## config.mk

```make
export PLATFORM = sky130hd
export DESIGN_NAME = six_digit_seven_segment_serializer_unit_flat
export DESIGN_NICKNAME = d
export VERILOG_FILES = /design/src/rtl/sdss_pkg.sv /design/src/rtl/sdss_cmd_if.sv /design/src/rtl/sdss_res_if.sv /design/src/rtl/six_digit_seven_segment_serializer_unit.sv /design/src/rtl/sdss_front.sv /design/src/rtl/sdss_queue.sv /design/src/rtl/sdss_back.sv /design/src/flat_wrapper.sv
export SDC_FILE = /design/constraint.sdc
export NUM_CORES = 1
export LEC_CHECK = 0
export BUFFER_PORTS_ARGS = -buffer_cell sky130_fd_sc_hd__clkbuf_2
export CAP_MARGIN = 20
export CORE_ASPECT_RATIO = 0.8
export CORE_MARGIN = 8
export CORE_UTILIZATION = 50
export DETAILED_ROUTE_END_ITERATION = 10
export PLACE_DENSITY = 0.69
export SETUP_SLACK_MARGIN = 0.1
export SLEW_MARGIN = 20
export SYNTH_ARGS = -nofsm -noshare
export SYNTH_HDL_FRONTEND = slang
export SYNTH_SLANG_ARGS = --single-unit
```

## constraint.sdc

```tcl
create_clock -name i_clk -period 9.6 [get_ports i_clk]
set_input_delay 0.48 -clock i_clk [delete_from_list [all_inputs] [get_ports i_clk]]
set_output_delay 0.48 -clock i_clk [all_outputs]
set_load 0.005 [all_outputs]
```

## src/rtl/sdss_pkg.sv

```systemverilog
package sdss_pkg;

    // Display size
    localparam int DIGIT_COUNT  = 6;
    localparam int BIT_COUNT    = DIGIT_COUNT * 8;
    localparam int RESULT_COUNT = BIT_COUNT + 1;
    localparam int RIGHT_BASE   = DIGIT_COUNT - 3;

    function automatic longint pow10(input int n);
        longint v;
        v = 1;
        for (int i = 0; i < n; i++) begin
            v = v * 10;
        end
        return v;
    endfunction

    localparam longint FULL_MAX = pow10(DIGIT_COUNT) - 1;
    localparam int FULL_W = $clog2(FULL_MAX + 1);
    // value register must also hold 999
    localparam int VAL_W  = (FULL_W > 10) ? FULL_W : 10;
    localparam logic [31:0] FULL_MAX_32  = 32'(FULL_MAX);
    localparam logic [31:0] SMALL_MAX_32 = 32'd999;

    localparam int POS_W  = (DIGIT_COUNT > 1) ? $clog2(DIGIT_COUNT) : 1;
    localparam int DCNT_W = 3;
    localparam int CNT_W  = $clog2(RESULT_COUNT);

    // floor(x / 10) == (x * RECIP_10) >> RECIP_SHIFT for any 32-bit x
    localparam logic [31:0] RECIP_10    = 32'hCCCC_CCCD;
    localparam int          RECIP_SHIFT = 35;

    typedef logic [7:0] t_byte;
    typedef t_byte [DIGIT_COUNT-1:0] t_pat;

    typedef enum logic [2:0] {
        OP_NUMBER6     = 3'd0,
        OP_LEFT3       = 3'd1,
        OP_RIGHT3      = 3'd2,
        OP_SEG_LEFT    = 3'd3,
        OP_SEG_RIGHT   = 3'd4,
        OP_SEG_ALL     = 3'd5,
        OP_PATTERN_ALL = 3'd6,
        OP_CLEAR       = 3'd7
    } t_opcode;

    typedef enum logic [1:0] {
        F_IDLE,
        F_DIGIT,
        F_PUSH
    } t_front_state;

    // Config register indexes
    localparam int CFG_IDX_W = 2;
    localparam logic [CFG_IDX_W-1:0] CFG_INVERT  = 2'd0;
    localparam logic [CFG_IDX_W-1:0] CFG_MSB     = 2'd1;
    localparam logic [CFG_IDX_W-1:0] CFG_REVERSE = 2'd2;

    typedef struct packed {
        logic invert;
        logic msb_first;
        logic reverse;
    } t_cfg;

    // Decimal digit to segment pattern
    function automatic t_byte seg_of(input logic [3:0] d);
        t_byte s;
        unique case (d)
            4'd0:    s = 8'hFC;
            4'd1:    s = 8'h60;
            4'd2:    s = 8'hDA;
            4'd3:    s = 8'hF2;
            4'd4:    s = 8'h66;
            4'd5:    s = 8'hB6;
            4'd6:    s = 8'hBE;
            4'd7:    s = 8'hE0;
            4'd8:    s = 8'hFE;
            4'd9:    s = 8'hF6;
            default: s = 8'h00;
        endcase
        return s;
    endfunction

endpackage

```

## src/rtl/sdss_cmd_if.sv

```systemverilog
interface sdss_cmd_if;
    logic        valid;
    logic        ready;
    logic [2:0]  opcode;
    logic [31:0] number_value;
    logic [7:0]  segment_0;
    logic [7:0]  segment_1;
    logic [7:0]  segment_2;
    logic [7:0]  segment_3;
    logic [7:0]  segment_4;
    logic [7:0]  segment_5;

    modport source (
        output valid, opcode, number_value,
               segment_0, segment_1, segment_2, segment_3, segment_4, segment_5,
        input  ready
    );
    modport sink (
        input  valid, opcode, number_value,
               segment_0, segment_1, segment_2, segment_3, segment_4, segment_5,
        output ready
    );
endinterface

```

## src/rtl/sdss_res_if.sv

```systemverilog
interface sdss_res_if;
    logic valid;
    logic ready;
    logic serial_bit;
    logic latch_pulse;
    logic last_result;

    modport source (
        output valid, serial_bit, latch_pulse, last_result,
        input  ready
    );
    modport sink (
        input  valid, serial_bit, latch_pulse, last_result,
        output ready
    );
endinterface

```

## src/rtl/six_digit_seven_segment_serializer_unit.sv

```systemverilog
// Path: a taken word is decoded in the front end, one decimal digit at a time for
//   number commands (six for a full number, three otherwise), queued, then serialized.
// Throughput: 49 output words per command (48 bits and the latch), one per
//   cycle while the receiver is ready, set by the bit serializer; a two-entry
//   queue lets the next command be decoded meanwhile. Synchronous active-low reset
//   empties the queue and the pipeline and sets invert, msb-first and reverse order to 1.
module six_digit_seven_segment_serializer_unit (
    input  logic                            i_clk,
    input  logic                            i_rst_n,
    input  logic                            i_cfg_we,
    input  logic [sdss_pkg::CFG_IDX_W-1:0]  i_cfg_idx,
    input  logic                            i_cfg_data,
    sdss_cmd_if.sink                        i_cmd,
    sdss_res_if.source                      o_res
);
    import sdss_pkg::*;

    t_cfg  r_cfg;
    logic  push, pop, full, empty;
    t_pat  push_pat, pop_pat;

    // Config registers
    always_ff @(posedge i_clk) begin
        if (!i_rst_n) begin
            r_cfg <= '{invert: 1'b1, msb_first: 1'b1, reverse: 1'b1};
        end else if (i_cfg_we) begin
            case (i_cfg_idx)
                CFG_INVERT:  r_cfg.invert    <= i_cfg_data;
                CFG_MSB:     r_cfg.msb_first <= i_cfg_data;
                CFG_REVERSE: r_cfg.reverse   <= i_cfg_data;
                default:     r_cfg           <= r_cfg;
            endcase
        end
    end

    sdss_front u_front (
        .i_clk      (i_clk),
        .i_rst_n    (i_rst_n),
        .i_cmd      (i_cmd),
        .i_full     (full),
        .o_push     (push),
        .o_push_pat (push_pat)
    );

    sdss_queue u_queue (
        .i_clk   (i_clk),
        .i_rst_n (i_rst_n),
        .i_push  (push),
        .i_data  (push_pat),
        .i_pop   (pop),
        .o_full  (full),
        .o_empty (empty),
        .o_data  (pop_pat)
    );

    sdss_back u_back (
        .i_clk   (i_clk),
        .i_rst_n (i_rst_n),
        .i_cfg   (r_cfg),
        .i_empty (empty),
        .i_data  (pop_pat),
        .o_pop   (pop),
        .o_res   (o_res)
    );

endmodule

```

## src/rtl/sdss_front.sv

```systemverilog
module sdss_front (
    input  logic            i_clk,
    input  logic            i_rst_n,
    sdss_cmd_if.sink        i_cmd,
    input  logic            i_full,
    output logic            o_push,
    output sdss_pkg::t_pat  o_push_pat
);
    import sdss_pkg::*;

    localparam logic signed [4:0] DC_S = 5'(DIGIT_COUNT);

    t_front_state       r_state, n_state;
    t_opcode            r_op, n_op;
    logic [VAL_W-1:0]   r_val, n_val;
    logic [DCNT_W-1:0]  r_cnt, n_cnt;
    t_pat               r_pat, n_pat;

    t_opcode            op_in;
    logic               accept;
    logic [VAL_W-1:0]   sat_val;
    t_pat               raw_pat;
    t_byte              seg_in [6];
    logic [63:0]        prod;
    logic [VAL_W-1:0]   quot;
    logic [3:0]         rem;
    logic signed [4:0]  pos;
    logic               pos_ok;
    logic               last_digit;

    assign op_in  = t_opcode'(i_cmd.opcode);
    assign accept = i_cmd.valid && i_cmd.ready;
    assign seg_in = '{i_cmd.segment_0, i_cmd.segment_1, i_cmd.segment_2,
                      i_cmd.segment_3, i_cmd.segment_4, i_cmd.segment_5};

    // Ready when idle, or when the finished word moves into the queue
    assign i_cmd.ready = (r_state == F_IDLE) || ((r_state == F_PUSH) && !i_full);

    // Saturate the number for the selected width
    always_comb begin
        if (op_in == OP_NUMBER6) begin
            sat_val = (i_cmd.number_value > FULL_MAX_32) ?
                      VAL_W'(FULL_MAX_32) : VAL_W'(i_cmd.number_value);
        end else begin
            sat_val = (i_cmd.number_value > SMALL_MAX_32) ?
                      VAL_W'(SMALL_MAX_32) : VAL_W'(i_cmd.number_value);
        end
    end

    // Raw pattern commands are placed combinationally, without digit steps
    always_comb begin
        for (int p = 0; p < DIGIT_COUNT; p++) begin
            raw_pat[p] = 8'h00;
            case (op_in)
                OP_SEG_LEFT: begin
                    for (int j = 0; j < 3; j++) begin
                        if (p == j) raw_pat[p] = seg_in[j];
                    end
                end
                OP_SEG_RIGHT: begin
                    for (int j = 0; j < 3; j++) begin
                        if (p == RIGHT_BASE + j) raw_pat[p] = seg_in[j];
                    end
                end
                OP_SEG_ALL: begin
                    for (int j = 0; j < 6; j++) begin
                        if (p == j) raw_pat[p] = seg_in[j];
                    end
                end
                OP_PATTERN_ALL: raw_pat[p] = seg_in[0];
                default: raw_pat[p] = 8'h00;
            endcase
        end
    end

    // One decimal digit per cycle, least significant first
    assign prod = {32'd0, {(32 - VAL_W){1'b0}}, r_val} * {32'd0, RECIP_10};
    assign quot = VAL_W'(prod[63:RECIP_SHIFT]);
    assign rem  = 4'(r_val) - 4'({quot, 3'b000}) - 4'({quot, 1'b0});

    assign pos = ((r_op == OP_LEFT3) ? 5'sd2 : (DC_S - 5'sd1))
                 - $signed({{(5 - DCNT_W){1'b0}}, r_cnt});
    assign pos_ok = (pos >= 5'sd0) && (pos < DC_S);
    assign last_digit = (r_op == OP_NUMBER6) ? (r_cnt == DCNT_W'(DIGIT_COUNT - 1))
                                             : (r_cnt == DCNT_W'(2));

    assign o_push_pat = r_pat;

    // Next state and outputs
    always_comb begin
        n_state     = r_state;
        n_op        = r_op;
        n_val       = r_val;
        n_cnt       = r_cnt;
        n_pat       = r_pat;
        o_push      = 1'b0;
        unique case (r_state)
            F_IDLE: begin
                n_state = F_IDLE;
            end
            F_DIGIT: begin
                if (pos_ok) n_pat[pos[POS_W-1:0]] = seg_of(rem);
                n_val = quot;
                n_cnt = r_cnt + DCNT_W'(1);
                if (last_digit) n_state = F_PUSH;
            end
            F_PUSH: begin
                if (!i_full) begin
                    o_push      = 1'b1;
                    n_state     = F_IDLE;
                end
            end
            default: n_state = F_IDLE;
        endcase
        // New word loads over whatever finished above
        if (accept) begin
            n_op  = op_in;
            n_val = sat_val;
            n_cnt = '0;
            if (op_in == OP_NUMBER6 || op_in == OP_LEFT3 || op_in == OP_RIGHT3) begin
                n_pat   = '0;
                n_state = F_DIGIT;
            end else begin
                n_pat   = raw_pat;
                n_state = F_PUSH;
            end
        end
    end

    always_ff @(posedge i_clk) begin
        if (!i_rst_n) begin
            r_state <= F_IDLE;
        end else begin
            r_state <= n_state;
        end
    end

    always_ff @(posedge i_clk) begin
        r_op  <= n_op;
        r_val <= n_val;
        r_cnt <= n_cnt;
        r_pat <= n_pat;
    end

endmodule

```

## src/rtl/sdss_queue.sv

```systemverilog
module sdss_queue (
    input  logic            i_clk,
    input  logic            i_rst_n,
    input  logic            i_push,
    input  sdss_pkg::t_pat  i_data,
    input  logic            i_pop,
    output logic            o_full,
    output logic            o_empty,
    output sdss_pkg::t_pat  o_data
);
    import sdss_pkg::*;

    t_pat        r_mem [2];
    logic        r_wr_ptr;
    logic        r_rd_ptr;
    logic [1:0]  r_count;

    assign o_full  = (r_count == 2'd2);
    assign o_empty = (r_count == 2'd0);
    assign o_data  = r_mem[r_rd_ptr];

    // Pointers and fill level
    always_ff @(posedge i_clk) begin
        if (!i_rst_n) begin
            r_wr_ptr <= 1'b0;
            r_rd_ptr <= 1'b0;
            r_count  <= 2'd0;
        end else begin
            if (i_push) r_wr_ptr <= ~r_wr_ptr;
            if (i_pop)  r_rd_ptr <= ~r_rd_ptr;
            case ({i_push, i_pop})
                2'b10:   r_count <= r_count + 2'd1;
                2'b01:   r_count <= r_count - 2'd1;
                default: r_count <= r_count;
            endcase
        end
    end

    // Entry storage
    always_ff @(posedge i_clk) begin
        if (i_push) r_mem[r_wr_ptr] <= i_data;
    end

endmodule

```

## src/rtl/sdss_back.sv

```systemverilog
module sdss_back (
    input  logic            i_clk,
    input  logic            i_rst_n,
    input  sdss_pkg::t_cfg  i_cfg,
    input  logic            i_empty,
    input  sdss_pkg::t_pat  i_data,
    output logic            o_pop,
    sdss_res_if.source      o_res
);
    import sdss_pkg::*;

    logic              r_busy;
    t_pat              r_pat;
    logic [CNT_W-1:0]  r_cnt;

    logic              last;
    logic              adv;
    logic [POS_W-1:0]  k;
    logic [POS_W-1:0]  pos;
    t_byte             cur;
    logic [2:0]        bi;
    logic              bit_val;

    assign last  = (r_cnt == CNT_W'(BIT_COUNT));
    assign adv   = r_busy && o_res.ready;
    assign o_pop = !i_empty && (!r_busy || (adv && last));

    // Pick byte and bit for the current result
    assign k   = POS_W'(r_cnt[CNT_W-1:3]);
    assign pos = i_cfg.reverse ? (POS_W'(DIGIT_COUNT - 1) - k) : k;
    assign cur = r_pat[pos] ^ {8{i_cfg.invert}};
    assign bi  = r_cnt[2:0];
    assign bit_val = i_cfg.msb_first ? cur[3'd7 - bi] : cur[bi];

    assign o_res.valid       = r_busy;
    assign o_res.serial_bit  = last ? 1'b0 : bit_val;
    assign o_res.latch_pulse = last;
    assign o_res.last_result = last;

    // Bit counter, reloads straight from the queue after the latch
    always_ff @(posedge i_clk) begin
        if (!i_rst_n) begin
            r_busy <= 1'b0;
            r_cnt  <= '0;
        end else if (o_pop) begin
            r_busy <= 1'b1;
            r_cnt  <= '0;
        end else if (adv && last) begin
            r_busy <= 1'b0;
        end else if (adv) begin
            r_cnt <= r_cnt + CNT_W'(1);
        end
    end

    always_ff @(posedge i_clk) begin
        if (o_pop) r_pat <= i_data;
    end

endmodule

```

## src/flat_wrapper.sv

```systemverilog
// flat-port wrapper written by rule: the top's interface ports become plain ports
module six_digit_seven_segment_serializer_unit_flat import sdss_pkg::*;
  (i_clk, i_rst_n, i_cfg_we, i_cfg_idx, i_cfg_data, i_cmd_valid, i_cmd_opcode, i_cmd_number_value, i_cmd_segment_0, i_cmd_segment_1, i_cmd_segment_2, i_cmd_segment_3, i_cmd_segment_4, i_cmd_segment_5, i_cmd_ready, o_res_valid, o_res_serial_bit, o_res_latch_pulse, o_res_last_result, o_res_ready);
  sdss_cmd_if i_cmd_i ();
  sdss_res_if o_res_i ();
  input  logic i_clk;
  input  logic i_rst_n;
  input  logic i_cfg_we;
  input  logic [sdss_pkg::CFG_IDX_W-1:0] i_cfg_idx;
  input  logic i_cfg_data;
  input wire logic [$bits(i_cmd_i.valid)-1:0] i_cmd_valid;
  input wire logic [$bits(i_cmd_i.opcode)-1:0] i_cmd_opcode;
  input wire logic [$bits(i_cmd_i.number_value)-1:0] i_cmd_number_value;
  input wire logic [$bits(i_cmd_i.segment_0)-1:0] i_cmd_segment_0;
  input wire logic [$bits(i_cmd_i.segment_1)-1:0] i_cmd_segment_1;
  input wire logic [$bits(i_cmd_i.segment_2)-1:0] i_cmd_segment_2;
  input wire logic [$bits(i_cmd_i.segment_3)-1:0] i_cmd_segment_3;
  input wire logic [$bits(i_cmd_i.segment_4)-1:0] i_cmd_segment_4;
  input wire logic [$bits(i_cmd_i.segment_5)-1:0] i_cmd_segment_5;
  output wire logic [$bits(i_cmd_i.ready)-1:0] i_cmd_ready;
  output wire logic [$bits(o_res_i.valid)-1:0] o_res_valid;
  output wire logic [$bits(o_res_i.serial_bit)-1:0] o_res_serial_bit;
  output wire logic [$bits(o_res_i.latch_pulse)-1:0] o_res_latch_pulse;
  output wire logic [$bits(o_res_i.last_result)-1:0] o_res_last_result;
  input wire logic [$bits(o_res_i.ready)-1:0] o_res_ready;
  assign i_cmd_i.valid = i_cmd_valid;
  assign i_cmd_i.opcode = i_cmd_opcode;
  assign i_cmd_i.number_value = i_cmd_number_value;
  assign i_cmd_i.segment_0 = i_cmd_segment_0;
  assign i_cmd_i.segment_1 = i_cmd_segment_1;
  assign i_cmd_i.segment_2 = i_cmd_segment_2;
  assign i_cmd_i.segment_3 = i_cmd_segment_3;
  assign i_cmd_i.segment_4 = i_cmd_segment_4;
  assign i_cmd_i.segment_5 = i_cmd_segment_5;
  assign i_cmd_ready = i_cmd_i.ready;
  assign o_res_valid = o_res_i.valid;
  assign o_res_serial_bit = o_res_i.serial_bit;
  assign o_res_latch_pulse = o_res_i.latch_pulse;
  assign o_res_last_result = o_res_i.last_result;
  assign o_res_i.ready = o_res_ready;
  six_digit_seven_segment_serializer_unit u_core (.i_clk(i_clk), .i_rst_n(i_rst_n), .i_cfg_we(i_cfg_we), .i_cfg_idx(i_cfg_idx), .i_cfg_data(i_cfg_data), .i_cmd(i_cmd_i), .o_res(o_res_i));
endmodule
```

* Yosys cells after proc, flatten, opt, wreduce, memory -nomap -nowiden *
Memories as Yosys holds them, arrays and structs flattened. A register that Yosys moved wholly into a read port is not among the register bits.
Index checks and enable logic that the tools add are counted.

word-level totals
  bits in registers = 90
  latch bits = 0
  RAM bits = 96
  ROM bits = 112
  input port bits = 91
  output and inout port bits = 5
  word-level logic and storage cells = 139
  memories kept = 2

cells by class
  add/subtract/negate cells = 9
  multipliers = 1
  div/mod/pow operators = 0
  $lt $le $gt $ge = 9
  equality and inequality tests = 19
  shift operators = 0
  muxes and demuxes = 43
  bitwise operators = 5
  reductions and logical operators = 33

memory list
  memory                depth  width  read ports  clocked after memory_dff  wr ports  line              text
  (name not given)      16     7      1           0                         0         sdss_pkg.sv:68    unique case (d)
  u_core.u_queue.r_mem  2      48     1           1                         1         sdss_queue.sv:13  t_pat r_mem [2];

operators with widths
  cell                                                                                count
  48-bit 2-to-1 mux                                                                   4
  20-bit 2-to-1 mux                                                                   5
  20-bit by 32-bit multiplier with 52-bit output (second input constant)              1
  48-bit bitwise mux                                                                  1
  8-bit one-hot mux with 2 select lines                                               3
  8-bit one-hot mux with 3 select lines                                               2
  8-bit 2-to-1 mux                                                                    5
  32-bit by 10-bit greater-than comparator with 1-bit output (second input constant)  1
  32-bit by 20-bit greater-than comparator with 1-bit output (second input constant)  1
  8-bit binary-select mux with 3-bit select                                           1
  8-bit demux with 3-bit select                                                       1
  3-bit by 4-bit less-than comparator with 1-bit output (second input constant)       4
  3-bit equality test (second input constant)                                         4
  2-bit AND reduction                                                                 6
  1-bit 2-to-1 mux                                                                    11
  3-bit by 2-bit equality test with 1-bit output (second input constant)              3
  2-bit equality test (second input constant)                                         4
  2-bit 2-to-1 mux                                                                    4
  2-bit one-hot mux with 2 select lines                                               2
  2-bit nonzero test                                                                  4
  4-bit subtractor                                                                    2
  8-bit bitwise XOR                                                                   1
  1-bit logical AND                                                                   7
  6-bit by 1-bit adder with 6-bit output (second input constant)                      1
  other kinds (21)                                                                    41

* Depth between registers and ports, before layout *
Gate-level depths: netlist of the first run.

  depth after elaboration = 11
  mapped depth = 35
  mapped depth without buffers = 34

* By module *
A second synthesis of the first run with hierarchy kept.

second synthesis, totals
  cell total of the unflattened synthesis = 1510
  area, all modules = 17553.1 µm²

modules (own cells, without submodules)
  module                                   times used  cells an instance  area an instance (µm²)  sequential area each (µm²)
  sdss_front                               1           1136               11111.9                 2232.1
  sdss_queue                               1           171                3669.8                  2982.9
  sdss_back                                1           190                2628.8                  1581.5
  six_digit_seven_segment_serializer_unit  1           13                 142.6                   60.1

* Worst setup path after synthesis of the first run *
No wires, ideal clock.

  path kind = register -> register
  start = register u_core.u_front.r_val[3]
  end = register u_core.u_front.r_pat (netlist bit u_core.u_front.o_push_pat[29]) (data pin)
  library setup time = 0.275 ns
  arrival time = 7.416 ns
  data required time = 9.325 ns
  path slack = 1.909 ns
  stages on the path, launching flop included = 33
  path buffers = 0
  period minus slack after synthesis = 7.691 ns
  cell sequence = edfxtp_1 inv_1 ha_1 inv_1 fa_1 fa_1 fa_1 inv_1 fa_1 inv_1 fa_1 inv_1 fa_1 inv_1 ha_1 and3_1 nand2_1 a41o_1 a211oi_1 o221ai_1 nand2_1 a211oi_1 xnor2_1 ha_1 nor3b_1 nand2b_1 a21oi_1 a221oi_1 o211ai_1 o211ai_2 xnor2_4 mux2i_2 o22ai_1

RTL lines
  what                    line               text
  start, declared         sdss_front.sv:15   logic [VAL_W-1:0] r_val, n_val;
  start signal, assigned  sdss_front.sv:140  r_val <= n_val;
  end signal, assigned    sdss_front.sv:142  r_pat <= n_pat;
  end, declared           sdss_front.sv:17   t_pat r_pat, n_pat;

==> results of run 1 <==
-- registers in the layout, summed over array words and instances (netlist names) --
signal,flops
u_core.u_back.r_cnt,6
u_core.u_back.o_res.valid,1
u_core.u_back.r_pat,48
u_core.u_queue.r_wr_ptr,1
u_core.u_queue.r_count,2
u_core.r_cfg,3
u_core.u_front.r_cnt,3
u_core.u_front.o_push_pat,48
u_core.u_queue.r_mem,96
u_core.u_front.r_state,2
u_core.u_front.r_op,3
u_core.u_queue.r_rd_ptr,1
u_core.u_front.r_val,20
-- final cells by class --
cell class | count | area share, %
clock inverters | 14 | 0.730
flip-flops and latches | 234 | 34.7
multi-input cells | 1092 | 50.9
clock buffers | 31 | 3.34
well taps | 480 | 3.05
inverters | 225 | 4.29
repair buffers | 111 | 3.02
diodes | 2 | 0.0254
-- through the flow --
step                hold WS [ns]  util [%]
floorplan                  0.421         -
global placement           0.427      53.1
detailed placement         0.435      53.1
CTS                        0.199      55.4
global route               0.210      55.5
finish                     0.212      55.5
-- kinds of logic (layout without fill, tap and decap cells) --
logic type / after synthesis / count (layout) / share of synthesized area [%]
AO/OA/AOI/OAI: 312 / 312 / 11.4
XOR/XNOR: 41 / 42 / 2.22
flip-flops: 234 / 234 / 38.3
adder cells (fa/ha/maj): 320 / 320 / 27.5
multiplexers: 77 / 77 / 5.54
other: 0 / 2 / 0
buffers and inverters: 273 / 381 / 5.85
AND/OR/NAND/NOR: 341 / 341 / 9.21
-- per-layer routing --
metal | vias to the layer above | wire length, µm
met5 | - | 0
met4 | 0 | 1020
met3 | 58 | 4790
met2 | 494 | 18900
met1 | 6235 | 23000
li1 | 5861 | -
-- Yosys cell counts (all sizes together), types with 20 or more instances --
| cell | number |
|---|---|
| a21oi | 100 |
| edfxtp | 215 |
| o21ai | 55 |
| nand2 | 114 |
| ha | 199 |
| a21o | 23 |
| clkbuf | 29 |
| xor2 | 20 |
| nor2 | 88 |
| xnor2 | 21 |
| mux2 | 49 |
| inv | 224 |
| fa | 121 |
| a31oi | 20 |
-- layout by cell type, fill, tap and decap left out, drive strengths merged, types with 15 or more instances in the layout --
cell | synthesis | routed
edfxtp | 215 | 215
xor2 | 20 | 20
fa | 121 | 121
dfxtp | 19 | 19
o22ai | 15 | 15
nor3 | 16 | 16
nor2 | 88 | 88
mux2i | 16 | 16
ha | 199 | 199
o21ai | 55 | 55
clkbuf | 29 | 126
xnor2 | 21 | 22
mux2 | 49 | 49
nand3 | 19 | 19
nand2 | 114 | 114
nand4 | 15 | 15
a21o | 23 | 23
inv | 224 | 227
nand2b | 19 | 19
o211ai | 16 | 16
a31oi | 20 | 20
a21oi | 100 | 100
buf | 19 | 16
-- worst min path at each step --
| stage | start | endpoint | slack, ns | cells after the start |
|---|---|---|---|---|
| after global routing | i_cfg_data | u_core.r_cfg[2]$_SDFFE_PN1P_ | 0.21 | 3 |
| after detailed placement | u_core.u_front.o_push_pat[25]$_DFFE_PP_ | u_core.u_queue.r_mem[1][25]$_DFFE_PP_ | 0.44 | 0 |
| after floorplan | u_core.u_front.o_push_pat[0]$_DFFE_PP_ | u_core.u_queue.r_mem[0][0]$_DFFE_PP_ | 0.42 | 0 |
| after CTS | i_cfg_data | u_core.r_cfg[0]$_SDFFE_PN1P_ | 0.20 | 3 |
| final | i_cfg_data | u_core.r_cfg[2]$_SDFFE_PN1P_ | 0.21 | 3 |
| after global placement | u_core.u_front.o_push_pat[13]$_DFFE_PP_ | u_core.u_queue.r_mem[0][13]$_DFFE_PP_ | 0.43 | 0 |
-- critical path: cells and delay by family, from the launching register on --
| family | cells | cell delay [ns] |
|---|---|---|
| AO/OA/AOI/OAI | 9 | 1.74 |
| XOR/XNOR | 2 | 0.83 |
| adder cells (fa/ha/maj) | 9 | 4.07 |
| buffers and inverters | 6 | 0.40 |
| flip-flops | 1 | 0.52 |
| multiplexers | 1 | 0.44 |
| AND/OR/NAND/NOR | 5 | 0.72 |
-- what timing repair did --
item	4_1_cts	5_1_grt
gates resized for setup	0	0
endpoints found under the setup margin	0	7
endpoints found under the hold margin	0	0
==> results.toml, run 1 <==
[status]
outcome = "completed"

[timing]
period_minus_slack_ns = 9.03
fin_ws_ns = 0.571
setup_violations = 0
worst_slew_pin_slew_ns = 1.07
max_freq_mhz = 111
finalHoldViolCount = 0
relSlewSlack_pct = 28.6
setup_tns_ns = 0
grt_setup_unrepaired = "false"
maxSlewViolCount = 0
fin_crit_sh_pct = 94.0
skew_ns = 0.0200

[drt]
drtIter0Drc = 927
vias_per_cell = 5.78
num_vias = 12600
wl_per_cell_um = 21.8
wl_mm = 47.8
drcViolationCount = 0
antenna_left = 0
dr.pass1.iters = 5

[global_route]
met1_usage_pct = 34.8
grt_pass1_wl_mm = 72.9
antenna_found_initial = 1
grt_pass1_vias = 12500
grt.total_usage_pct = 22.8
gr-max-usage-layer = "met1"
grt_max_degree = 51
grtUsageMet3_pct = 6.50
grt.overflow.total = 0
grt_use_met2_pct = 31.6

[clock_network]
cts_tree = "built"
path_clk_slew_ns = 0.07
clock-root-buffer = "clkbuf_16"
cts_num_sinks = 234
cts_buffers = 25
htreeDepth = 1
post_cts_buffers = 0
cts_buffer_depth = 3
ctsHoldBuffers = 0
clk_latency_ns = 0.52

[layout]
multi_input_area_um2 = 10000
fin_area_um2 = 19700
seq_area_um2 = 6840
fin_cells = 2189
area_delta_synth_final_pct = 10.3
drive_above_1_share_pct = 14.2
nFillCells = 3080
nNetsFinal = 2100

[placed_design]
placed_area_um2 = 18900
dp_slack_ns = 0.563
dp_hpwl_mm = 37.9
placed_cells = 2141
port_buffers = 95
place.gp.congestion = 0.963

[die]
row_count = 62
fp.coreArea_um2 = 35500
die_width_um = 227
die_h_um = 185
ioPinCount = 96
start_util_pct = 50.3
die_area_um2 = 42100

[synthesis]
yosysTopAreaCell = "edfxtp_1"
seq_area_frac_synth_pct = 38.3
ys_seq_elements = 234
syn_inst = 1598
synthesis.nets = 2009
yosysUniqueCellTypes = 81
synth_top_area_share_pct = 36.1
syn_area_um2 = 17900
ys_top_cells_by_area = "edfxtp_1 (36%), ha_1 (14%), fa_1 (14%)"
yosys_warnings = 0
synth_edf_count = 215
ys.flop_type = "edfxtp_1"
async_flop_share_pct = 0
syn_avg_cell_area_um2 = 11.2

[worst_setup_path]
slowest_delay_ns = 0.58
r2r_slack_ns = 0.57
startpoint_type = "flop"
required_ns = 9.81
crit_path_start = "u_core.u_front.r_val[3]$_DFFE_PN_"
cp_max_fo = 14
r2r_end = "u_core.u_front.o_push_pat[37]$_DFFE_PP_"
worstRegToRegCells = 32
cp.arrival_ns = 9.24
endpoint = "u_core.u_front.o_push_pat[37]$_DFFE_PP_"
r2r_start = "u_core.u_front.r_val[3]$_DFFE_PN_"
crit_path_top_delay_cell = "xnor2_4"
worstSetupPathType = "reg -> reg"
crit_path_end_kind = "flop"

[run]
max_cap_viol_count = 0

[min_path]
min_path_type = "in -> reg"
Power of run 1 is not shown: default switching activity piles up to over one toggle a cycle in this logic, so the estimate is an artifact.
==> run 2: changes to the inputs <==
==> constraint.sdc (replaced) <==
create_clock -name i_clk -period 8.9 [get_ports i_clk]
set_input_delay 0.445 -clock i_clk [delete_from_list [all_inputs] [get_ports i_clk]]
set_output_delay 0.445 -clock i_clk [all_outputs]
set_load 0.005 [all_outputs]
==> run 2 against run 1 <==
Final cell count is 0.37% higher. Die area stayed put. Critical path depth is 4 lower. Clock-buffer cell count is 1 higher. Sequential share of layout area is 0.15 points lower. First-iteration DRC count is 31% higher. Critical endpoint is now u_core.u_front.o_push_pat[29]$_DFFE_PP_. Sequential cell count stayed put. Wire length is 0.65% lower.
==> results.toml, run 2 (same netlist as run 1, synthesis figures left out) <==
[clock_network]
clk_latency_ns = 0.53
path_clk_slew_ns = 0.06
cts_tree = "built"
htreeDepth = 1
cts_buffer_depth = 3
clock-root-buffer = "clkbuf_16"
cts_num_sinks = 234
cts_buffers = 25

[global_route]
grt.overflow.total = 0
grt_pass1_wl_mm = 73.0
grt.total_usage_pct = 22.6
gr-max-usage-layer = "met1"
grt_max_degree = 51
grt_pass1_vias = 12300
grtUsageMet3_pct = 3.89
antenna_found_initial = 1
met1_usage_pct = 36.5
grt_use_met2_pct = 31.7

[worst_setup_path]
cp_max_fo = 8
r2r_start = "u_core.u_front.r_val[14]$_DFFE_PN_"
startpoint_type = "flop"
cpMostUsedCell = "fa_1"
slowest_delay_ns = 0.62
worstSetupPathType = "reg -> reg"
r2r_slack_ns = 0.47
crit_path_end_kind = "flop"
crit_path_top_delay_cell = "fa_1"
worstRegToRegCells = 28
r2r_end = "u_core.u_front.o_push_pat[29]$_DFFE_PP_"
cp.arrival_ns = 8.66
required_ns = 9.14

[layout]
area_delta_synth_final_pct = 10.8
top_register = "u_core.u_queue.r_mem"
drive_above_1_share_pct = 14.5
diodes = 0
layout_commonest_cell = "inv_1"
mostFrequentLayoutCells = "inv_1 (223), edfxtp_1 (215), ha_1 (199)"
nNetsFinal = 2109
largest_reg_flops = 96

[timing]
setup_tns_ns = 0
period_minus_slack_ns = 8.43
max_freq_mhz = 119
relSlewSlack_pct = 20.1
finalHoldViolCount = 0
maxSlewViolCount = 0
setup_violations = 0
worst_slew_pin_slew_ns = 1.19
grt_setup_unrepaired = "false"
fin_crit_sh_pct = 94.7
skew_ns = 0.0209

[placed_design]
place.gp.congestion = 0.936
port_buffers = 95
dp_hpwl_mm = 37.9

[drt]
num_vias = 12700
wl_per_cell_um = 21.6
drcViolationCount = 0
drtIter0Drc = 1218
dr.pass1.iters = 5
wl_mm = 47.4
vias_per_cell = 5.78
antenna_left = 0

[status]
outcome = "completed"

[run]
max_cap_viol_count = 0

[min_path]
min_to = "u_core.r_cfg[1]$_SDFFE_PN1P_"
hp-start = "i_cfg_data"
whs_path_depth = 3
min_path_type = "in -> reg"

[die]
die_area_um2 = 42100
die_h_um = 185
die_width_um = 227
row_count = 62
fp.coreArea_um2 = 35500
ioPinCount = 96
start_util_pct = 50.3
==> run 2: cell types whose count changed in the layout (fill, tap and decap cells not counted), sizes merged <==
cell,delta
buf,+10
clkbuf,+1
clkinv,+1
diode,-2
inv,-1
xnor2,-1
==> run 2: what timing repair did <==
| item | 4_1_cts | 5_1_grt |
|---|---|---|
| hold buffers | 0 | 0 |
| setup endpoints to repair | 0 | 42 |
| resized for setup | 0 | 6 |
| buffers inserted | 0 | 7 |
==> run 2: routing by layer <==
layer	routed length [µm]	up-vias
met5	17	-
met1	23600	6280
met2	19400	498
met3	3970	39
met4	508	2
li1	-	5881
==> run 2: worst max-delay path by stage <==
| stage | startpoint | to | slack, ns | cells after the start |
|---|---|---|---|---|
| floorplan | u_core.u_front.r_val[3]$_DFFE_PN_ | u_core.u_front.o_push_pat[29]$_DFFE_PP_ | 1.21 | 32 |
| global placement | u_core.u_front.r_val[3]$_DFFE_PN_ | u_core.u_front.o_push_pat[7]$_DFFE_PP_ | 0.52 | 33 |
| detailed placement | u_core.u_front.r_val[3]$_DFFE_PN_ | u_core.u_front.o_push_pat[4]$_DFFE_PP_ | 0.37 | 33 |
| CTS | u_core.u_front.r_val[3]$_DFFE_PN_ | u_core.u_front.o_push_pat[29]$_DFFE_PP_ | 0.32 | 32 |
| global route | u_core.u_front.r_val[14]$_DFFE_PN_ | u_core.u_front.o_push_pat[37]$_DFFE_PP_ | 0.11 | 29 |
| finish | u_core.u_front.r_val[14]$_DFFE_PN_ | u_core.u_front.o_push_pat[29]$_DFFE_PP_ | 0.47 | 28 |
==> run 2: worst max-delay path, delay by kind of cell (launching register included) <==
kind	cells	cell delay (ns)
xor+xnor	2	0.58
flops	1	0.48
buf+inv	4	0.31
fa+ha+maj	9	4.21
mux	1	0.38
simple gates	3	0.41
compound gates	9	1.78
==> run 2: cell type report <==
| class | instances | area, µm² |
|---|---|---|
| multi-input cells | 1091 | 10000 |
| fillers | 3083 | 15700 |
| well taps | 480 | 601 |
| flip-flops and latches | 234 | 6840 |
| clock buffers | 32 | 652 |
| clock inverters | 14 | 145 |
| repair buffers | 121 | 674 |
| inverters | 225 | 845 |
==> run 2: stage by stage <==
| step | hold slack, ns | cells | cell area, µm² | setup WS, ns | utilization (%) |
|---|---|---|---|---|---|
| floorplan | 0.421 | 1598 | 17900 | 1.21 | - |
| global placement | 0.430 | 2144 | 18900 | 0.524 | 53.2 |
| detailed placement | 0.434 | 2144 | 18900 | 0.367 | 53.2 |
| CTS | 0.141 | 2190 | 19700 | 0.315 | 55.5 |
| global route | 0.176 | 2197 | 19800 | 0.114 | 55.7 |
| finish | 0.161 | 2197 | 19800 | 0.473 | 55.7 |
Power of run 2 is left out for the same reason.
